==> config.mk <==
export PLATFORM = sky130hd
export DESIGN_NAME = qoi_image_encoder_top
export DESIGN_NICKNAME = d
export VERILOG_FILES = /design/src/rtl/qoi_enc_pkg.sv /design/src/rtl/qoi_enc_ram.sv /design/src/rtl/qoi_enc_front.sv /design/src/rtl/qoi_enc_queue.sv /design/src/rtl/qoi_enc_back.sv /design/src/rtl/qoi_image_encoder_top.sv
export SDC_FILE = /design/constraint.sdc
export NUM_CORES = 2
export LEC_CHECK = 0
export BUFFER_PORTS_ARGS = -buffer_cell sky130_fd_sc_hd__buf_2
export CAP_MARGIN = 5
export CORE_MARGIN = 5
export CORE_UTILIZATION = 55
export CTS_CLUSTER_DIAMETER = 100
export CTS_CLUSTER_SIZE = 25
export DETAILED_ROUTE_END_ITERATION = 12
export PLACE_DENSITY = 0.7
export SLEW_MARGIN = 10
export SYNTH_ARGS = -nofsm -noshare
export SYNTH_HDL_FRONTEND = slang
export SYNTH_SLANG_ARGS = --single-unit
==> constraint.sdc <==
create_clock -name clk -period 17.6 [get_ports clk]
set_clock_uncertainty 0.05 [all_clocks]
set_input_delay 2.64 -clock clk [delete_from_list [all_inputs] [get_ports clk]]
set_output_delay 2.64 -clock clk [all_outputs]
set_load 0.02 [all_outputs]
==> src/rtl/qoi_enc_pkg.sv <==
package qoi_enc_pkg;

  localparam int PIXEL_W     = 32;
  localparam int INDEX_DEPTH = 64;
  localparam int HASH_W      = 6;

  // chunk tags of the format
  localparam logic [7:0] OP_INDEX = 8'h00;
  localparam logic [7:0] OP_DIFF  = 8'h40;
  localparam logic [7:0] OP_LUMA  = 8'h80;
  localparam logic [7:0] OP_RUN   = 8'hc0;
  localparam logic [7:0] OP_RGB   = 8'hfe;
  localparam logic [7:0] OP_RGBA  = 8'hff;

  localparam logic [5:0] RUN_MAX = 6'd62;

  // red sits in the lowest byte, as on the input stream
  typedef struct packed {
    logic [7:0] alpha;
    logic [7:0] blue;
    logic [7:0] green;
    logic [7:0] red;
  } pixel_t;

  localparam pixel_t PREV_RESET = 32'hff00_0000;

  typedef enum logic [2:0] {
    KIND_NONE,
    KIND_INDEX,
    KIND_DIFF,
    KIND_LUMA,
    KIND_RGB,
    KIND_RGBA
  } kind_t;

  // one classified pixel: optional run flush, then at most one chunk
  typedef struct packed {
    logic       has_run;
    logic [5:0] run_m1;
    kind_t      kind;
    logic [7:0] op0;
    logic [7:0] op1;
    pixel_t     px;
    logic       last;
  } chunk_cmd_t;

  function automatic logic [HASH_W-1:0] color_hash(pixel_t p);
    logic [HASH_W-1:0] s;
    s = p.red[HASH_W-1:0] * HASH_W'(3) + p.green[HASH_W-1:0] * HASH_W'(5)
      + p.blue[HASH_W-1:0] * HASH_W'(7) + p.alpha[HASH_W-1:0] * HASH_W'(11);
    return s;
  endfunction

  function automatic logic [2:0] chunk_len(kind_t k);
    logic [2:0] n;
    unique case (k)
      KIND_INDEX: n = 3'd1;
      KIND_DIFF:  n = 3'd1;
      KIND_LUMA:  n = 3'd2;
      KIND_RGB:   n = 3'd4;
      KIND_RGBA:  n = 3'd5;
      default:    n = 3'd0;
    endcase
    return n;
  endfunction

endpackage

==> src/rtl/qoi_enc_ram.sv <==
module qoi_enc_ram #(
  parameter int WIDTH = 32,
  parameter int DEPTH = 64
) (
  input  logic                     clk,
  input  logic                     wr_en,
  input  logic [$clog2(DEPTH)-1:0] wr_addr,
  input  logic [WIDTH-1:0]         wr_data,
  input  logic                     rd_en,
  input  logic [$clog2(DEPTH)-1:0] rd_addr,
  output logic [WIDTH-1:0]         rd_data
);

  logic [WIDTH-1:0] mem [DEPTH];

  always_ff @(posedge clk) begin
    if (wr_en) begin
      mem[wr_addr] <= wr_data;
    end
    if (rd_en) begin
      rd_data <= mem[rd_addr];
    end
  end

endmodule

==> src/rtl/qoi_enc_front.sv <==
module qoi_enc_front
  import qoi_enc_pkg::*;
(
  input  logic        clk,
  input  logic        rst,
  input  logic        s_axis_tvalid,
  output logic        s_axis_tready,
  input  logic [31:0] s_axis_tdata,
  input  logic        s_axis_tlast,
  input  logic        q_full,
  output logic        q_push,
  output chunk_cmd_t  q_cmd
);

  // stage 1 holds the pixel while its index entry comes out of the ram
  logic              s1_valid;
  pixel_t            s1_px;
  logic              s1_last;
  logic [HASH_W-1:0] s1_hash;
  logic              fwd_valid;
  pixel_t            fwd_px;
  pixel_t            prev_px;
  logic [5:0]        run_len;
  logic [INDEX_DEPTH-1:0] idx_valid;

  pixel_t            in_px;
  logic [HASH_W-1:0] in_hash;
  logic              accept;
  logic              s1_fire;
  logic [PIXEL_W-1:0] ram_rd_data;
  logic              wr_en;
  pixel_t            index_entry;
  logic              same;
  logic              hit;
  logic [5:0]        run_inc;
  logic [5:0]        run_len_next;
  pixel_t            prev_next;
  logic [7:0]        du_r, du_g, du_b;
  logic [8:0]        vgr, vgb;
  logic              diff_ok, luma_ok;
  logic [7:0]        br, bg, bb, lg;
  logic [8:0]        lr, lb;

  assign in_px    = pixel_t'(s_axis_tdata);
  assign in_hash  = color_hash(in_px);
  assign s1_fire  = s1_valid && !q_full;
  assign s_axis_tready = !s1_valid || !q_full;
  assign accept   = s_axis_tvalid && s_axis_tready;

  qoi_enc_ram #(
    .WIDTH (PIXEL_W),
    .DEPTH (INDEX_DEPTH)
  ) u_index (
    .clk     (clk),
    .wr_en   (wr_en),
    .wr_addr (s1_hash),
    .wr_data (s1_px),
    .rd_en   (accept),
    .rd_addr (in_hash),
    .rd_data (ram_rd_data)
  );

  // entry never written since reset or image end reads as zero
  always_comb begin
    if (!idx_valid[s1_hash]) begin
      index_entry = '0;
    end else if (fwd_valid) begin
      index_entry = fwd_px;
    end else begin
      index_entry = pixel_t'(ram_rd_data);
    end
  end

  assign same    = (s1_px == prev_px);
  assign hit     = (index_entry == s1_px);
  assign wr_en   = s1_fire && !same && !hit;
  assign run_inc = run_len + 6'd1;

  // wrapped channel differences
  assign du_r = s1_px.red   - prev_px.red;
  assign du_g = s1_px.green - prev_px.green;
  assign du_b = s1_px.blue  - prev_px.blue;
  assign vgr  = {du_r[7], du_r} - {du_g[7], du_g};
  assign vgb  = {du_b[7], du_b} - {du_g[7], du_g};

  assign diff_ok = ($signed(du_r) >= -8'sd2) && ($signed(du_r) <= 8'sd1)
                && ($signed(du_g) >= -8'sd2) && ($signed(du_g) <= 8'sd1)
                && ($signed(du_b) >= -8'sd2) && ($signed(du_b) <= 8'sd1);
  assign luma_ok = ($signed(du_g) >= -8'sd32) && ($signed(du_g) <= 8'sd31)
                && ($signed(vgr) >= -9'sd8) && ($signed(vgr) <= 9'sd7)
                && ($signed(vgb) >= -9'sd8) && ($signed(vgb) <= 9'sd7);

  assign br = du_r + 8'd2;
  assign bg = du_g + 8'd2;
  assign bb = du_b + 8'd2;
  assign lg = du_g + 8'd32;
  assign lr = vgr + 9'd8;
  assign lb = vgb + 9'd8;

  always_comb begin
    q_cmd        = '0;
    q_cmd.px     = s1_px;
    q_cmd.last   = s1_last;
    q_cmd.kind   = KIND_NONE;
    q_push       = 1'b0;
    run_len_next = 6'd0;
    prev_next    = prev_px;
    if (same) begin
      q_cmd.has_run = 1'b1;
      q_cmd.run_m1  = run_len;
      if (run_inc == RUN_MAX || s1_last) begin
        q_push = s1_fire;
      end else begin
        run_len_next = run_inc;
      end
    end else begin
      q_push        = s1_fire;
      q_cmd.has_run = (run_len != 6'd0);
      q_cmd.run_m1  = run_len - 6'd1;
      prev_next     = s1_px;
      priority if (hit) begin
        q_cmd.kind = KIND_INDEX;
        q_cmd.op0  = OP_INDEX | {2'b00, s1_hash};
      end else if (s1_px.alpha != prev_px.alpha) begin
        q_cmd.kind = KIND_RGBA;
      end else if (diff_ok) begin
        q_cmd.kind = KIND_DIFF;
        q_cmd.op0  = OP_DIFF | {2'b00, br[1:0], bg[1:0], bb[1:0]};
      end else if (luma_ok) begin
        q_cmd.kind = KIND_LUMA;
        q_cmd.op0  = OP_LUMA | {2'b00, lg[5:0]};
        q_cmd.op1  = {lr[3:0], lb[3:0]};
      end else begin
        q_cmd.kind = KIND_RGB;
      end
    end
    if (s1_last) begin
      run_len_next = 6'd0;
      prev_next    = PREV_RESET;
    end
  end

  always_ff @(posedge clk) begin
    if (rst) begin
      s1_valid  <= 1'b0;
      fwd_valid <= 1'b0;
      prev_px   <= PREV_RESET;
      run_len   <= 6'd0;
      idx_valid <= '0;
    end else begin
      if (accept) begin
        s1_valid  <= 1'b1;
        // ram returns old data when written at the address being read
        fwd_valid <= wr_en && (s1_hash == in_hash);
      end else if (s1_fire) begin
        s1_valid <= 1'b0;
      end
      if (s1_fire) begin
        run_len <= run_len_next;
        prev_px <= prev_next;
        if (s1_last) begin
          idx_valid <= '0;
        end else if (wr_en) begin
          idx_valid[s1_hash] <= 1'b1;
        end
      end
    end
  end

  always_ff @(posedge clk) begin
    if (accept) begin
      s1_px   <= in_px;
      s1_last <= s_axis_tlast;
      s1_hash <= in_hash;
      fwd_px  <= s1_px;
    end
  end

  a_run_below_max: assert property (@(posedge clk) disable iff (rst)
    run_len < RUN_MAX) else $error("run counter reached flush length");

  a_image_reset: assert property (@(posedge clk) disable iff (rst)
    s1_fire && s1_last |=> run_len == 6'd0 && prev_px == PREV_RESET && idx_valid == '0)
    else $error("state not cleared after last pixel");

  a_last_emits: assert property (@(posedge clk) disable iff (rst)
    s1_fire && s1_last |-> q_push)
    else $error("last pixel produced no chunk");

endmodule

==> src/rtl/qoi_enc_queue.sv <==
module qoi_enc_queue
  import qoi_enc_pkg::*;
#(
  parameter int DEPTH = 4
) (
  input  logic       clk,
  input  logic       rst,
  input  logic       push,
  input  chunk_cmd_t push_cmd,
  output logic       full,
  input  logic       pop,
  output chunk_cmd_t head,
  output logic       head_valid
);

  localparam int PTR_W = (DEPTH > 1) ? $clog2(DEPTH) : 1;
  localparam int CNT_W = $clog2(DEPTH + 1);

  chunk_cmd_t       mem [DEPTH];
  logic [PTR_W-1:0] wr_ptr;
  logic [PTR_W-1:0] rd_ptr;
  logic [CNT_W-1:0] count;

  assign full       = (count == CNT_W'(DEPTH));
  assign head_valid = (count != '0);
  assign head       = mem[rd_ptr];

  function automatic logic [PTR_W-1:0] ptr_inc(logic [PTR_W-1:0] p);
    return (p == PTR_W'(DEPTH - 1)) ? '0 : p + PTR_W'(1);
  endfunction

  always_ff @(posedge clk) begin
    if (rst) begin
      wr_ptr <= '0;
      rd_ptr <= '0;
      count  <= '0;
    end else begin
      if (push) begin
        wr_ptr <= ptr_inc(wr_ptr);
      end
      if (pop) begin
        rd_ptr <= ptr_inc(rd_ptr);
      end
      if (push && !pop) begin
        count <= count + CNT_W'(1);
      end else if (pop && !push) begin
        count <= count - CNT_W'(1);
      end
    end
  end

  always_ff @(posedge clk) begin
    if (push) begin
      mem[wr_ptr] <= push_cmd;
    end
  end

  a_no_overflow: assert property (@(posedge clk) disable iff (rst)
    !(push && full) && !(pop && !head_valid))
    else $error("queue overflow or underflow");

endmodule

==> src/rtl/qoi_enc_back.sv <==
module qoi_enc_back
  import qoi_enc_pkg::*;
(
  input  logic       clk,
  input  logic       rst,
  input  chunk_cmd_t head,
  input  logic       head_valid,
  output logic       pop,
  output logic       m_axis_tvalid,
  input  logic       m_axis_tready,
  output logic [7:0] m_axis_tdata,
  output logic       m_axis_tuser,
  output logic       m_axis_tlast
);

  logic [2:0] pos;
  logic [2:0] n_bytes;
  logic [2:0] q;
  logic       last_byte;
  logic       load;
  logic [7:0] byte_sel;

  assign n_bytes   = {2'b00, head.has_run} + chunk_len(head.kind);
  assign q         = pos - {2'b00, head.has_run};
  assign last_byte = (pos == n_bytes - 3'd1);
  assign load      = head_valid && (!m_axis_tvalid || m_axis_tready);
  assign pop       = load && last_byte;

  // byte at pos: the run byte if any, else the chunk byte at position q after the run byte
  always_comb begin
    if (head.has_run && pos == 3'd0) begin
      byte_sel = OP_RUN | {2'b00, head.run_m1};
    end else begin
      unique case (head.kind)
        KIND_INDEX, KIND_DIFF: byte_sel = head.op0;
        KIND_LUMA: byte_sel = (q == 3'd0) ? head.op0 : head.op1;
        KIND_RGB, KIND_RGBA: begin
          unique case (q)
            3'd0:    byte_sel = (head.kind == KIND_RGB) ? OP_RGB : OP_RGBA;
            3'd1:    byte_sel = head.px.red;
            3'd2:    byte_sel = head.px.green;
            3'd3:    byte_sel = head.px.blue;
            default: byte_sel = head.px.alpha;
          endcase
        end
        default: byte_sel = 8'h00;
      endcase
    end
  end

  always_ff @(posedge clk) begin
    if (rst) begin
      m_axis_tvalid <= 1'b0;
      pos           <= 3'd0;
    end else begin
      if (load) begin
        m_axis_tvalid <= 1'b1;
        pos           <= last_byte ? 3'd0 : pos + 3'd1;
      end else if (m_axis_tready) begin
        m_axis_tvalid <= 1'b0;
      end
    end
  end

  always_ff @(posedge clk) begin
    if (load) begin
      m_axis_tdata <= byte_sel;
      m_axis_tuser <= last_byte;
      m_axis_tlast <= last_byte && head.last;
    end
  end

  a_pos_in_chunk: assert property (@(posedge clk) disable iff (rst)
    head_valid |-> pos < n_bytes)
    else $error("byte position past end of chunk");

  a_end_is_item_end: assert property (@(posedge clk) disable iff (rst)
    m_axis_tvalid && m_axis_tlast |-> m_axis_tuser)
    else $error("image end not on last byte of a pixel");

endmodule

==> src/rtl/qoi_image_encoder_top.sv <==
// qoi chunk-stream encoder, one rgba pixel per input request
// input stream: s_axis_tdata = {alpha, blue, green, red} (red in bits 7:0),
//   s_axis_tlast marks the final pixel of an image
// output stream: one chunk byte per request on m_axis_tdata, m_axis_tuser
//   flags the final byte caused by a pixel, m_axis_tlast the final byte of
//   the image; header and end padding are not produced
// front: a pixel register that reads the 64-entry colour index ram and
//   classifies the pixel (run, index, diff, luma, rgb, rgba) in the next cycle
// queue: QUEUE_DEPTH classified pixels between front and back
// back: serializes each chunk into bytes into the output register
// path: a pixel passes the stage-1 register and the queue into the output register
// throughput: one pixel per cycle while each pixel yields at most one byte and
//   the receiver does not stall; a pixel with more bytes (up to 6, an rgba
//   chunk after a run flush) slows the input, as the output port is one byte wide
// reset: index entries marked empty at once (valid flops, no clearing pass),
//   previous pixel to opaque black, run to zero; the same happens after the
//   last pixel of each image
// receiver stall: the output register holds, the queue fills, then
//   s_axis_tready drops until space frees up
module qoi_image_encoder_top
  import qoi_enc_pkg::*;
#(
  parameter int QUEUE_DEPTH = 4
) (
  input  logic        clk,
  input  logic        rst,
  input  logic        s_axis_tvalid,
  output logic        s_axis_tready,
  input  logic [31:0] s_axis_tdata,  // red, green, blue, alpha
  input  logic        s_axis_tlast,
  output logic        m_axis_tvalid,
  input  logic        m_axis_tready,
  output logic [7:0]  m_axis_tdata,  // code_byte
  output logic        m_axis_tuser,  // last_of_item
  output logic        m_axis_tlast
);

  // classified pixels travel front to back through the queue
  chunk_cmd_t q_cmd;
  chunk_cmd_t head;
  logic       q_push;
  logic       q_full;
  logic       head_valid;
  logic       pop;

  qoi_enc_front u_front (
    .clk           (clk),
    .rst           (rst),
    .s_axis_tvalid (s_axis_tvalid),
    .s_axis_tready (s_axis_tready),
    .s_axis_tdata  (s_axis_tdata),
    .s_axis_tlast  (s_axis_tlast),
    .q_full        (q_full),
    .q_push        (q_push),
    .q_cmd         (q_cmd)
  );

  qoi_enc_queue #(
    .DEPTH (QUEUE_DEPTH)
  ) u_queue (
    .clk        (clk),
    .rst        (rst),
    .push       (q_push),
    .push_cmd   (q_cmd),
    .full       (q_full),
    .pop        (pop),
    .head       (head),
    .head_valid (head_valid)
  );

  // byte serializer with the output register
  qoi_enc_back u_back (
    .clk           (clk),
    .rst           (rst),
    .head          (head),
    .head_valid    (head_valid),
    .pop           (pop),
    .m_axis_tvalid (m_axis_tvalid),
    .m_axis_tready (m_axis_tready),
    .m_axis_tdata  (m_axis_tdata),
    .m_axis_tuser  (m_axis_tuser),
    .m_axis_tlast  (m_axis_tlast)
  );

endmodule

; ---- Yosys cells after proc, flatten, opt, wreduce, memory -nomap -nowiden
; Memories as Yosys holds them, arrays and structs flattened. A register that Yosys moved wholly into a read port is not among the register bits.
; Cells that the tools add are included.
[totals]
reg_bits = 196
ramBits = 2284
input_bits = 37
n_memories = 2
[op_classes]
add_sub_neg = 24
mul = 4
n_lt_le_gt_ge = 14
eq_ne = 18
n_mux = 46
bitwise = 1
reduce_logical = 44
[memory_table]
columns = name, depth, word_bits, read_ports, rd_clocked_by_memory_dff, wr, line
row1 = u_front.u_index.mem, 64, 32, 1, 1, 1, qoi_enc_ram.sv:14  ; logic [WIDTH-1:0] mem [DEPTH];
row2 = u_queue.mem, 4, 59, 1, 1, 1, qoi_enc_queue.sv:19  ; chunk_cmd_t mem [DEPTH];
[ops]
columns = cell, count
row1 = two-way mux 32 bit, 4
row2 = two-way mux 64 bit, 2
row3 = == test 32 bit, 2
row4 = OR 64 bit, 1
row5 = two-way mux 16 bit, 2
row6 = case mux 8 bit (4 select lines), 1
row7 = greater-or-equal comparator 8 x 2 -> 1 bit (second input constant), 3
row8 = less-or-equal comparator 8 x 2 -> 1 bit (second input constant), 3
row9 = two-way mux 6 bit, 4
row10 = two-way mux 8 bit, 3
row11 = case mux 8 bit (3 select lines), 1
row12 = subtractor 8 bit, 3
row13 = logical AND 1 bit, 22
row14 = two-way mux 11 bit, 2
row15 = two-way mux 19 bit, 1
row16 = adder 6 bit, 3
row17 = greater-or-equal comparator 9 x 4 -> 1 bit (second input constant), 2
row18 = less-or-equal comparator 9 x 4 -> 1 bit (second input constant), 2
row19 = subtractor 8 x 8 -> 9 bit, 2
row20 = two-way mux 3 bit, 5
row21 = two-way mux 1 bit, 13
row22 = == test 3 x 2 -> 1 bit (second input constant), 4
row23 = multiplier 6 x 3 -> 6 bit (second input constant), 2
row24 = case mux 3 bit (4 select lines), 1
row25 = other kinds (36), 63

; ---- Depth between registers and ports, before layout
[depth]
word_depth = 12
depth_mapped = 18

; ---- Hierarchy
; A second synthesis with hierarchy kept.
[unflattened]
cells_unflattened = 4998
area_unflattened_um2 = 100522.7
[modules_own_cells]
columns = module, instances, cells_per_inst, area_per_inst_um2
row1 = qoi_enc_ram, 1, 3324, 78835.6
row2 = qoi_enc_front, 1, 1184, 11442.2
row3 = qoi_enc_queue, 1, 353, 8968.6
row4 = qoi_enc_back, 1, 137, 1276.2

; ---- Worst setup path before layout
; OpenSTA, ideal clock, no wires.
[synth_timing]
path_kind = in2reg
startpoint = in s_axis_tdata[16]
endpoint = reg u_front.u_index.rd_data[12], read port of u_front.u_index.mem (data pin)
t_arrival_ns = 7.286
slack_ns = 9.992
path_stages = 12
n_path_buf = 2
cell_sequence = fa_1 -> ha_1 -> fa_1 -> inv_1 -> fa_1 -> fa_1 -> inv_1 -> ha_1 -> clkbuf_1 -> buf_1 -> mux4_2 -> mux4_2
[synth_between]
elab_chain_len = 3
[synth_rtl]
columns = item, line
row1 = "start, declared", qoi_image_encoder_top.sv:29  ; input logic [31:0] s_axis_tdata,
row2 = multiplier 6 x 3 -> 6 bit, qoi_enc_pkg.sv:50  ; + p.blue[HASH_W-1:0] * HASH_W'(7) + p.alpha[HASH_W-1:0] * HASH_W'(11);
row3 = adder 6 bit (2 in a row), qoi_enc_pkg.sv:50
row4 = via u_front.in_hash[2], qoi_enc_front.sv:27  ; logic [HASH_W-1:0] in_hash;
row5 = "end, declared", qoi_enc_ram.sv:11  ; output logic [WIDTH-1:0] rd_data
; The timed path passes the listed nets, and every way through them passes these cells.
; A chain may end at the register's enable or synchronous reset.

; ---- Worst setup path in the final report
[layout_timing]
startpoint = in s_axis_tdata[16]
endpoint = reg u_front.u_index.rd_data[25], read port of u_front.u_index.mem (data pin)
; Same word-level chain as after synthesis.

==> results.toml <==
[critical_path]
required_ns = 18.08
end_kind = "flop"
crit_type = "primary input to flop"
start_kind = "primary input"
worstPathArrival_ns = 9.40
slowest_stage = "buf_4"
worstPathMaxFanout = 66
critical_path.max_stage_delay_ns = 0.90
cp_cell_sequence = "buf_2 > ha_1 > ha_1 > inv_1 > fa_1 > inv_1 > ha_1 > ha_4 > buf_4 > buf_4 > buf_4 > mux4_2 > mux4_2 > mux4_2"

[grt]
grt_pass1_wl_um = 376400
track_usage_pct = 28.16
grt_max_degree = 129
overflow = 0
antenna_found_initial = 12
grt_pass1_vias = 48070

[drt]
ant_nets = 0
wirelength_met1_um = 99720
drc = 0
wire_per_inst_um = 37.26
vias_per_cell = 6.929
dr_wl_met3_um = 31330
drtPass1Iterations = 6
highest_layer = "met5"
drt_wl_total_um = 268200
drt_iter0_drc = 8082
vias = 49870
wl_met2_um = 126900

[layout]
post_route_cells_drive_above_1_share_pct = 24.70
multi_input_area_sq_um = 24920
syn_to_final_growth_pct = 7.237
layout.nets = 4905
fill_cells = 12580
final_area_sq_um = 107200
regArea_sq_um = 74330

[sta]
setup_violations = 0
period_minus_slack_ns = 8.922
relSlewSlack_pct = 16.03
rsz0062_at_grt = "no"
hold_viol_final = 0
max_freq_mhz = 112.1
tightestPinTransition_ns = 1.259
whs_ns = 0.4007
drv_slew = 0
fin_setup_tns_ns = 0
min_period_over_period_pct = 50.70
worst_slack_ns = 8.678

[floorplan]
io_pins = 49
num_rows = 156
start_util_pct = 55.33
core-area_sq_um = 180700
die_h_um = 436.4
die_width_um = 436.4
die_area_sq_um = 190500

[yosys]
synth-main-ff-cell = "edfxtp_1"
synth_edf_count = 2397
synth_cells = 4683
synth.yosys.seq_area_share_pct = 74.31
syn_avg_cell_area_sq_um = 21.36
synth.distinct_cells = 78
async_flop_share_pct = 0
synth.yosys.warnings = 0
syn_area_sq_um = 100000
synth_nets = 4816
ys_seq_elements = 2514

[clocking]
clk_pin_slew_ns = 0.10
cts_tree = "yes"
clk_path_buf_depth = 3
cts_sinks = 2514
cts-root-buf = "clkbuf_16"
clock_latency_ns = 0.78
cts_buffers = 112
post_cts_resized = 0
htreeDepth = 3
hold_buffers = 0
post-cts-setup-buffer-count = 0

[power]
vdd.ir_drop.worst_mv = 0.4093
power.total_mw = 16.95
p_leak_nw = 32.75
p_per_area_nw_per_um2 = 158.1

[placement]
gp_congestion = 0.8550
detailed_place_hpwl_um = 150900
place.port_buffers = 48
dp_slack_ns = 8.034
placed_cell_area_sq_um = 104100

[run_status]
outcome = "complete, no violations"

[job]
cap_violations = 0

[hold_path]
worstHoldPathType = "flop to flop"
## worst paths after layout
kind	endpoint	from	slack [ns]	cells past startpoint
max	u_front.u_index.rd_data[25]	s_axis_tdata[16]	8.68	14
min	u_front.idx_valid[59]	u_front.idx_valid[59]	0.40	2
max reg2reg	u_front.u_index.mem[33][20]	u_front.s1_hash[1]	10.61	14
min reg2reg	u_front.idx_valid[59]	u_front.idx_valid[59]	0.40	2
## cell usage in the layout, fill, tap and decap left out, types with 64 or more instances in the layout
master     instances
dfxtp_1          114
ha_1              64
o21ai_0           93
inv_1             95
buf_4            155
nand2_1          143
clkbuf_16        115
a21oi_1           68
edfxtp_1        2397
mux4_2           734
## critical path, delay by kind of cell
family,cells,cell delay [ns]
buffers and inverters,6,2.77
adder cells (fa/ha/maj),5,2.20
multiplexers,3,1.42
## registers in the layout, indices dropped and copies added (netlist names), 2 cells and up, named ones only
name                     flops
u_front.u_index.mem       2048
u_queue.mem                236
u_front.idx_valid           64
u_front.fwd_px              32
u_front.prev_px             32
u_front.q_cmd               32
u_front.u_index.rd_data     32
u_back.m_axis_tdata          8
u_front.run_len              6
u_front.s1_hash              6
u_back.pos                   3
u_queue.count                3
u_queue.rd_ptr               2
u_queue.wr_ptr               2
## where the power goes
group	internal (mW)	switching, mW	total, mW
Combinational	2.91	3.96	6.87
Clock	1.22	1.78	3.00
Sequential	6.96	0.117	7.08
Total	11.1	5.86	17.0
## through the flow
step	std cells	utilization, %
2_1_floorplan	4683	-
3_3_place_gp	7028	57.57
3_5_place_dp	7028	57.57
4_1_cts	7192	59.33
5_1_grt	7193	59.33
6_report	7197	59.34
## layout make-up
class                      instances  area share (%)
clock inverter                     8          0.1248
tap                             2370           2.765
clock buffer                     156           2.836
timing repair buffer             207           1.384
multi-input combinational       1841           23.24
antenna                            5         0.01167
sequential                      2514           69.30
inverter                          96          0.3383
## cells in the mapped netlist, drive strengths merged, types with 21 or more instances
master,number,area share [%]
dfxtp,117,2.3
nor4,30,0.19
mux2i,60,0.60
inv,96,0.36
fa,29,0.58
nand3,21,0.11
clkbuf,137,0.51
edfxtp,2397,72
xnor2,53,0.46
nor2,122,0.46
nand3b,28,0.21
nor2b,27,0.17
mux4,734,17
a21oi,69,0.35
xor2,46,0.40
o21ai,129,0.72
nor3,38,0.20
nand2,143,0.54
buf,95,0.46
mux2,22,0.25
ha,67,0.84
## kinds of logic after synthesis
group	Yosys count	share of synthesized area [%]
flops	2514	74.31
mux	816	17.38
simple gates	503	2.547
buf+inv	328	1.337
compound gates	322	2.076
xor+xnor	100	0.8895
fa+ha+maj	100	1.459
## per-layer routing
metal	up-vias	GRT usage, %
li1	19550	-
met1	26650	40.53
met2	3272	43.96
met3	385	5.873
met4	8	9.393
met5	-	0
Power figures use the tool's default switching activity.
